<file path="config.mk">
export PLATFORM = sky130hd
export DESIGN_NAME = rba_ctrl
export DESIGN_NICKNAME = d
export VERILOG_FILES = /design/src/rtl/core/rba_pkg.sv /design/src/rtl/core/rba_ctrl.sv
export SDC_FILE = /design/constraint.sdc
export NUM_CORES = 1
export LEC_CHECK = 0
export BUFFER_PORTS_ARGS = -buffer_cell sky130_fd_sc_hd__buf_2
export CAP_MARGIN = 0
export CORE_AREA = 4 4 41 43
export DETAILED_ROUTE_END_ITERATION = 7
export DIE_AREA = 0 0 45 47
export PLACE_DENSITY = 0.52
export SKIP_LAST_GASP = 1
export SYNTH_ARGS = -nofsm -noshare
export SYNTH_HDL_FRONTEND = slang
export SYNTH_SLANG_ARGS = --single-unit
</file>
<file path="constraint.sdc">
create_clock -name clk -period 1.6 [get_ports clk]
set_clock_uncertainty 0.2 [all_clocks]
set_input_delay 0.08 -clock clk [delete_from_list [all_inputs] [get_ports clk]]
set_output_delay 0.08 -clock clk [all_outputs]
set_load 0.02 [all_outputs]
</file>
<file path="src/rtl/core/rba_pkg.sv">
// shared types and constants of the register block allocator
// depends on nothing
`timescale 1ns / 1ps
`default_nettype none
package rba_pkg;
	// field widths
	localparam int LOG2_W = 3;
	localparam int CNT_W = 11;
	localparam int LEN_W = 11;
	localparam int BASE_W = 11;
	localparam int BOUT_W = 10;
	localparam int ADDR_W = 3;
	localparam int DATA_W = 32;

	// parameter defaults
	localparam int REG_COUNT_DEF = 1024;
	localparam int OWNER_WIDTH_DEF = 8;

	// constants
	localparam logic [LOG2_W-1:0] MAX_LOG2 = 3'd5;
	localparam logic [BASE_W-1:0] NONE_BASE = 11'd1024;

	// command codes
	localparam logic CMD_ALLOC = 1'b0;
	localparam logic CMD_FREE = 1'b1;

	// register index codes (paddr bit 2)
	localparam logic REG_INT_LOG2 = 1'b0;
	localparam logic REG_FLT_LOG2 = 1'b1;

	// register type codes
	localparam logic TYP_INT = 1'b0;
	localparam logic TYP_FLT = 1'b1;

	typedef enum logic [2:0] {
		ST_CLEAR,
		ST_IDLE,
		ST_DISPATCH,
		ST_TYPE_FLT,
		ST_SCAN_RD,
		ST_SCAN_EV,
		ST_COMMIT,
		ST_FINISH
	} state_t;

	// controller to datapath
	typedef struct packed {
		logic clr_step;
		logic load;
		logic scan_init;
		logic scan_typ;
		logic scan_rd;
		logic scan_ev;
		logic free_wr;
		logic commit;
		logic fail;
		logic out_load;
	} dp_cmd_t;

	// datapath to controller
	typedef struct packed {
		logic clr_last;
		logic is_free;
		logic int_zero;
		logic flt_zero;
		logic pos_end;
		logic found;
		logic sel;
	} dp_sts_t;
endpackage
`default_nettype wire

</file>
<file path="src/rtl/core/rba_ctrl.sv">
// controller of the register block allocator: sequencing of clear sweep,
// scans, commit and result handshake; depends on rba_pkg
`timescale 1ns / 1ps
`default_nettype none
module rba_ctrl (
	input wire logic clk,
	input wire logic arst_n,
	input wire logic in_valid,
	output logic in_ready,
	output logic out_valid,
	input wire logic out_ready,
	input wire rba_pkg::dp_sts_t sts,
	output rba_pkg::dp_cmd_t ctl
);
	rba_pkg::state_t state_q, state_d;
	logic out_valid_q;

	// next state
	always_comb begin
		state_d = state_q;
		case (state_q)
			rba_pkg::ST_CLEAR: begin
				if (sts.clr_last) state_d = rba_pkg::ST_IDLE;
			end
			rba_pkg::ST_IDLE: begin
				if (in_valid) state_d = rba_pkg::ST_DISPATCH;
			end
			rba_pkg::ST_DISPATCH: begin
				if (sts.is_free) state_d = rba_pkg::ST_FINISH;
				else if (sts.int_zero) state_d = rba_pkg::ST_TYPE_FLT;
				else state_d = rba_pkg::ST_SCAN_RD;
			end
			rba_pkg::ST_TYPE_FLT: begin
				if (sts.flt_zero) state_d = rba_pkg::ST_COMMIT;
				else state_d = rba_pkg::ST_SCAN_RD;
			end
			rba_pkg::ST_SCAN_RD: begin
				if (sts.pos_end) state_d = rba_pkg::ST_FINISH;
				else state_d = rba_pkg::ST_SCAN_EV;
			end
			rba_pkg::ST_SCAN_EV: begin
				if (!sts.found) state_d = rba_pkg::ST_SCAN_RD;
				else if (sts.sel == rba_pkg::TYP_INT) state_d = rba_pkg::ST_TYPE_FLT;
				else state_d = rba_pkg::ST_COMMIT;
			end
			rba_pkg::ST_COMMIT: begin
				state_d = rba_pkg::ST_FINISH;
			end
			rba_pkg::ST_FINISH: begin
				if (!out_valid_q || out_ready) state_d = rba_pkg::ST_IDLE;
			end
			default: begin
				state_d = rba_pkg::ST_IDLE;
			end
		endcase
	end

	// outputs
	always_comb begin
		ctl = '0;
		in_ready = 1'b0;
		case (state_q)
			rba_pkg::ST_CLEAR: begin
				ctl.clr_step = 1'b1;
			end
			rba_pkg::ST_IDLE: begin
				in_ready = 1'b1;
				ctl.load = in_valid;
			end
			rba_pkg::ST_DISPATCH: begin
				ctl.free_wr = sts.is_free;
				ctl.scan_init = !sts.is_free && !sts.int_zero;
				ctl.scan_typ = rba_pkg::TYP_INT;
			end
			rba_pkg::ST_TYPE_FLT: begin
				ctl.scan_init = !sts.flt_zero;
				ctl.scan_typ = rba_pkg::TYP_FLT;
			end
			rba_pkg::ST_SCAN_RD: begin
				ctl.fail = sts.pos_end;
				ctl.scan_rd = !sts.pos_end;
			end
			rba_pkg::ST_SCAN_EV: begin
				ctl.scan_ev = 1'b1;
			end
			rba_pkg::ST_COMMIT: begin
				ctl.commit = 1'b1;
			end
			rba_pkg::ST_FINISH: begin
				ctl.out_load = !out_valid_q || out_ready;
			end
			default: begin
				ctl = '0;
			end
		endcase
	end

	// state and result valid
	always_ff @(posedge clk or negedge arst_n) begin
		if (!arst_n) begin
			state_q <= rba_pkg::ST_CLEAR;
			out_valid_q <= 1'b0;
		end else begin
			state_q <= state_d;
			if (ctl.out_load) out_valid_q <= 1'b1;
			else if (out_ready) out_valid_q <= 1'b0;
		end
	end

	assign out_valid = out_valid_q;

	// no request is taken during the clear sweep
	a_no_req_in_clear: assert property (@(posedge clk) disable iff (!arst_n)
		(state_q == rba_pkg::ST_CLEAR) |-> !in_ready)
		else $error("request taken during clear sweep");

	// a result never overwrites one still waiting
	a_no_overwrite: assert property (@(posedge clk) disable iff (!arst_n)
		ctl.out_load |-> (!out_valid_q || out_ready))
		else $error("result overwritten");

	// commit always leads to the result stage
	a_commit_finish: assert property (@(posedge clk) disable iff (!arst_n)
		ctl.commit |=> (state_q == rba_pkg::ST_FINISH))
		else $error("commit not followed by result");

	// a table read is only issued inside the block range
	a_read_in_range: assert property (@(posedge clk) disable iff (!arst_n)
		ctl.scan_rd |-> !sts.pos_end)
		else $error("scan read beyond block count");
endmodule
`default_nettype wire

</file>
Yosys cells after proc, flatten, opt, wreduce, memory -nomap -nowiden
Cells that the tools add are included.
Widths: inputs -> output; s select.

operators by class
  add/subtract/negate cells = 0
  multipliers = 0
  divide/modulo/power cells = 0
  order comparisons = 0
  eq/ne operators = 10
  shifts and indexed selects = 0
  mux-type cells = 22
  bitwise gates (word level) = 0
  reductions and logical operators = 10

operators by type and width
  kind                count
  $pmux 3 s8          1
  $mux 3              7
  $eq 3x3->1 const B  4
  $mux 1              11
  $eq 3x2->1 const B  2
  $ne 2x2->1 const B  3
  $logic_not 1->1     5
  $mux 2              2
  $pmux 2 s2          1
  $eq 3x1->1 const B  1
  $logic_not 3->1     1
  $reduce_and 3->1    1
  $reduce_bool 2->1   1
  $logic_and 1x1->1   1
  $logic_or 1x1->1    1

word-level totals
  register bits = 4
  latch bits = 0
  RAM bits = 0
  ROM bits = 0
  bits of input ports = 11
  output and inout bits = 12
  memories kept = 0

Depth between registers and ports, before layout
  depth in word-level cells = 4
  mapped depth = 5
  gate-level depth less buffers = 3

Least setup slack after synthesis
Ideal clock, no wire load.

  path type = reg-to-output
  start point = reg state_q[0]
  end point = out ctl[1] (netlist name)
  data arrival time = 1422 ps
  required time = 1320 ps
  path slack = -102 ps
  cell stages (with the launch flop) = 4
  cells stage by stage = dfrtp_1 buf_6 buf_2 nor4b_1

RTL lines
  what                      RTL line         RTL
  start: declaration        rba_ctrl.sv:15   rba_pkg::state_t state_q, state_d;
  start signal: assignment  rba_ctrl.sv:101  state_q <= rba_pkg::ST_CLEAR;
  start signal: assignment  rba_ctrl.sv:104  state_q <= state_d;
  end: declaration          rba_ctrl.sv:13   output rba_pkg::dp_cmd_t ctl

==> flow_summary.toml <==
[logic_synthesis]
synthMuxAreaShare = 0
ys_warn_count = 0
avgSynthCellArea_um2 = 7.53
synth_ff_type = "dfrtp_1"
synth-compound-area-share = 0.208
synth_cell_type_count = 25
synth_fa_ha_area_frac = 0
synth_top_family_by_area = "simple AND/OR/NAND/NOR gates"
synth-xor-area-share = 0
netlist_instances = 48
yosys.area_share.simple = 0.415
ys_seq_area_frac = 0.277
async_reset_ff_frac = 1.00
ys_seq_elements = 4
syn_nets = 59
syn_area_um2 = 362
synth-edff-count = 0

[worst_setup_path]
endpoint_kind = "output pin"
reg2reg_depth = 4
r2r_end = "state_q[0]"
arrival_ns = 1.34
reg2reg_slack_ns = 0.16
critical_path_class = "flip-flop to output pin"
worstSetupStartpointType = "flip-flop"
required_ns = 1.32
path_max_fanout = 7
reg2reg_from = "state_q[1]"

[floorplanning]
rows = 13
die_w_um = 45
dieHeight_um = 47
start_util = 0.278
die_area_um2 = 2120
io_pins = 23
core_um2 = 1300

[worst_hold_path]
holdPathStages = 3
hold_path_end = "state_q[0]"
hold_path_startpoint = "sts[6]"
hold_path_class = "primary input to flip-flop"

[cts]
clk_pin_slew_ns = 0.04
cts_tree = "built"
clk_path_buf_depth = 2
clock-sinks = 4
root_buffer = "clkbuf_4"
clkLatencyLatePin_ns = 0.24
htree_levels = 1
cts_made_buffers = 3

[place]
place_congestion = 0.792
placed_area_um2 = 512
port_buffers = 22
dp_hpwl_um = 826

[timing]
slew_viol_final = 0
rsz0062_at_grt = "yes"
whs_ns = 0.0208
finalCritPeriodShare = 1.01
max_freq_mhz = 619
min_period_ns = 1.62
setup_viol = 1
hold_viol_final = 0
slew_headroom = 0.849
worst_pin_slew_ns = 0.224
setup_slack_ns = -0.0153

[finish]
drive_gt1_frac = 0.513
final_net_count = 93
antenna_cells = 0
final_area_um2 = 646
syn_to_final_growth_pct = 78.5

[detailed_routing]
drt_iter0_markers = 4
detail-route-antenna-nets = 0
firstDrtPassIters = 2
drc = 0
num_vias = 469
routed_wl_um = 1230
viasPerCell = 4.94
post_drt_wl_per_cell_um = 12.9

[grt]
grt_pass1_vias = 439
antenna_found_initial = 0
track_usage = 0.123
grt_pass1_wl_um = 1830
grt_max_degree = 11
grt-ovfl-total = 0

[flow_run]
maxCapViolCount = 0

[power_and_ir_drop]
powerDensity_nw_per_um2 = 1940
power.leakage_nw = 0.319
ir_drop_mv = 0.737

[status]
failed_checks = "negative setup slack"
status = "complete, but fails checks"
==> critical path: stages, from the launching register on <==
cell     delay [ns]
dfrtp_2        0.48
buf_6          0.17
nor4b_4        0.26
buf_4          0.18
==> synthesized netlist by cell type (all sizes together), types with 2 or more instances <==
cell	number	area, µm²
dfrtp	4	100
nor3b	2	15.0
a21oi	5	25.0
nor4	2	12.5
buf	4	28.8
o21ai	2	10.0
nand2b	5	31.3
a211o	2	17.5
nor2	6	22.5
or3b	2	17.5
inv	2	7.50
nor3	3	15.0
==> cell families after synthesis <==
logic type,count (synthesis)
AO/OA/AOI/OAI,12
buffers and inverters,6
flip-flops,4
AND/OR/NAND/NOR,26
==> how the worst max path moves through the flow <==
stage,end,start
after floorplan,ctl[8],state_q[1]
after global placement,ctl[1],state_q[0]
after detailed placement,state_q[2],state_q[0]
after CTS,ctl[8],state_q[1]
after global routing,ctl[1],state_q[1]
final,ctl[1],state_q[0]
==> layout by cell type (no fill, tap or decap), drive strengths merged <==
master	netlist	layout
a211o	2	2
a21oi	5	5
and2	1	1
and3	1	1
buf	4	30
clkbuf	0	3
dfrtp	4	4
dlygate4sd3	0	3
inv	2	2
nand2	1	1
nand2b	5	5
nand3	1	1
nor2	6	6
nor2b	1	1
nor3	3	3
nor3b	2	2
nor4	2	2
nor4b	1	1
o21a	1	1
o21ai	2	2
o221ai	1	1
o22ai	1	1
or3b	2	2
==> state kept, by name, summed over array words and instances, names as in the netlist <==
name,flops
out_valid,1
state_q,3
==> through the flow <==
stage | setup slack [ns] | std cells | setup TNS, ns | power [mW] | util
2_1_floorplan | 0.128 | 48 | 0 | 0.728 | -
6_report | -0.0153 | 95 | -0.0153 | 1.26 | 0.496
3_5_place_dp | 0.184 | 86 | 0 | 0.937 | 0.393
4_1_cts | -0.00557 | 93 | -0.00557 | 1.11 | 0.444
5_1_grt | -0.0499 | 95 | -0.0867 | 1.35 | 0.496
3_3_place_gp | 0.216 | 86 | 0 | 0.939 | 0.393
==> cell type report <==
class / instances / area, µm²
tap: 15 / 18.8
multi-input combinational: 38 / 279
clock buffer: 3 / 22.5
inverter: 2 / 7.51
fill: 134 / 656
sequential: 4 / 103
timing repair buffer: 33 / 215
==> report_power, final <==
part / internal, mW / switching [mW]
clock: 0.0841 / 0.0438
sequential: 0.159 / 0.0875
combinational: 0.403 / 0.478
total: 0.646 / 0.610
==> what timing repair did <==
| item | 4_1_cts | 5_1_grt |
|---|---|---|
| hold endpoints to repair | 6 | 0 |
| setup buffers | 1 | 2 |
| hold buffers | 3 | 0 |
| pin swaps | 0 | 2 |
| gates resized for setup | 3 | 10 |
| setup endpoints to repair | 5 | 6 |
| cloned | 0 | 0 |
==> layer usage <==
layer	GRT usage	vias to the layer above	wire length (µm)
met5	0	-	0
met4	0.0702	0	16
met3	0.0460	2	71
met2	0.195	14	618
met1	0.143	215	523
li1	-	238	-
Power figures use the tool's default switching activity.
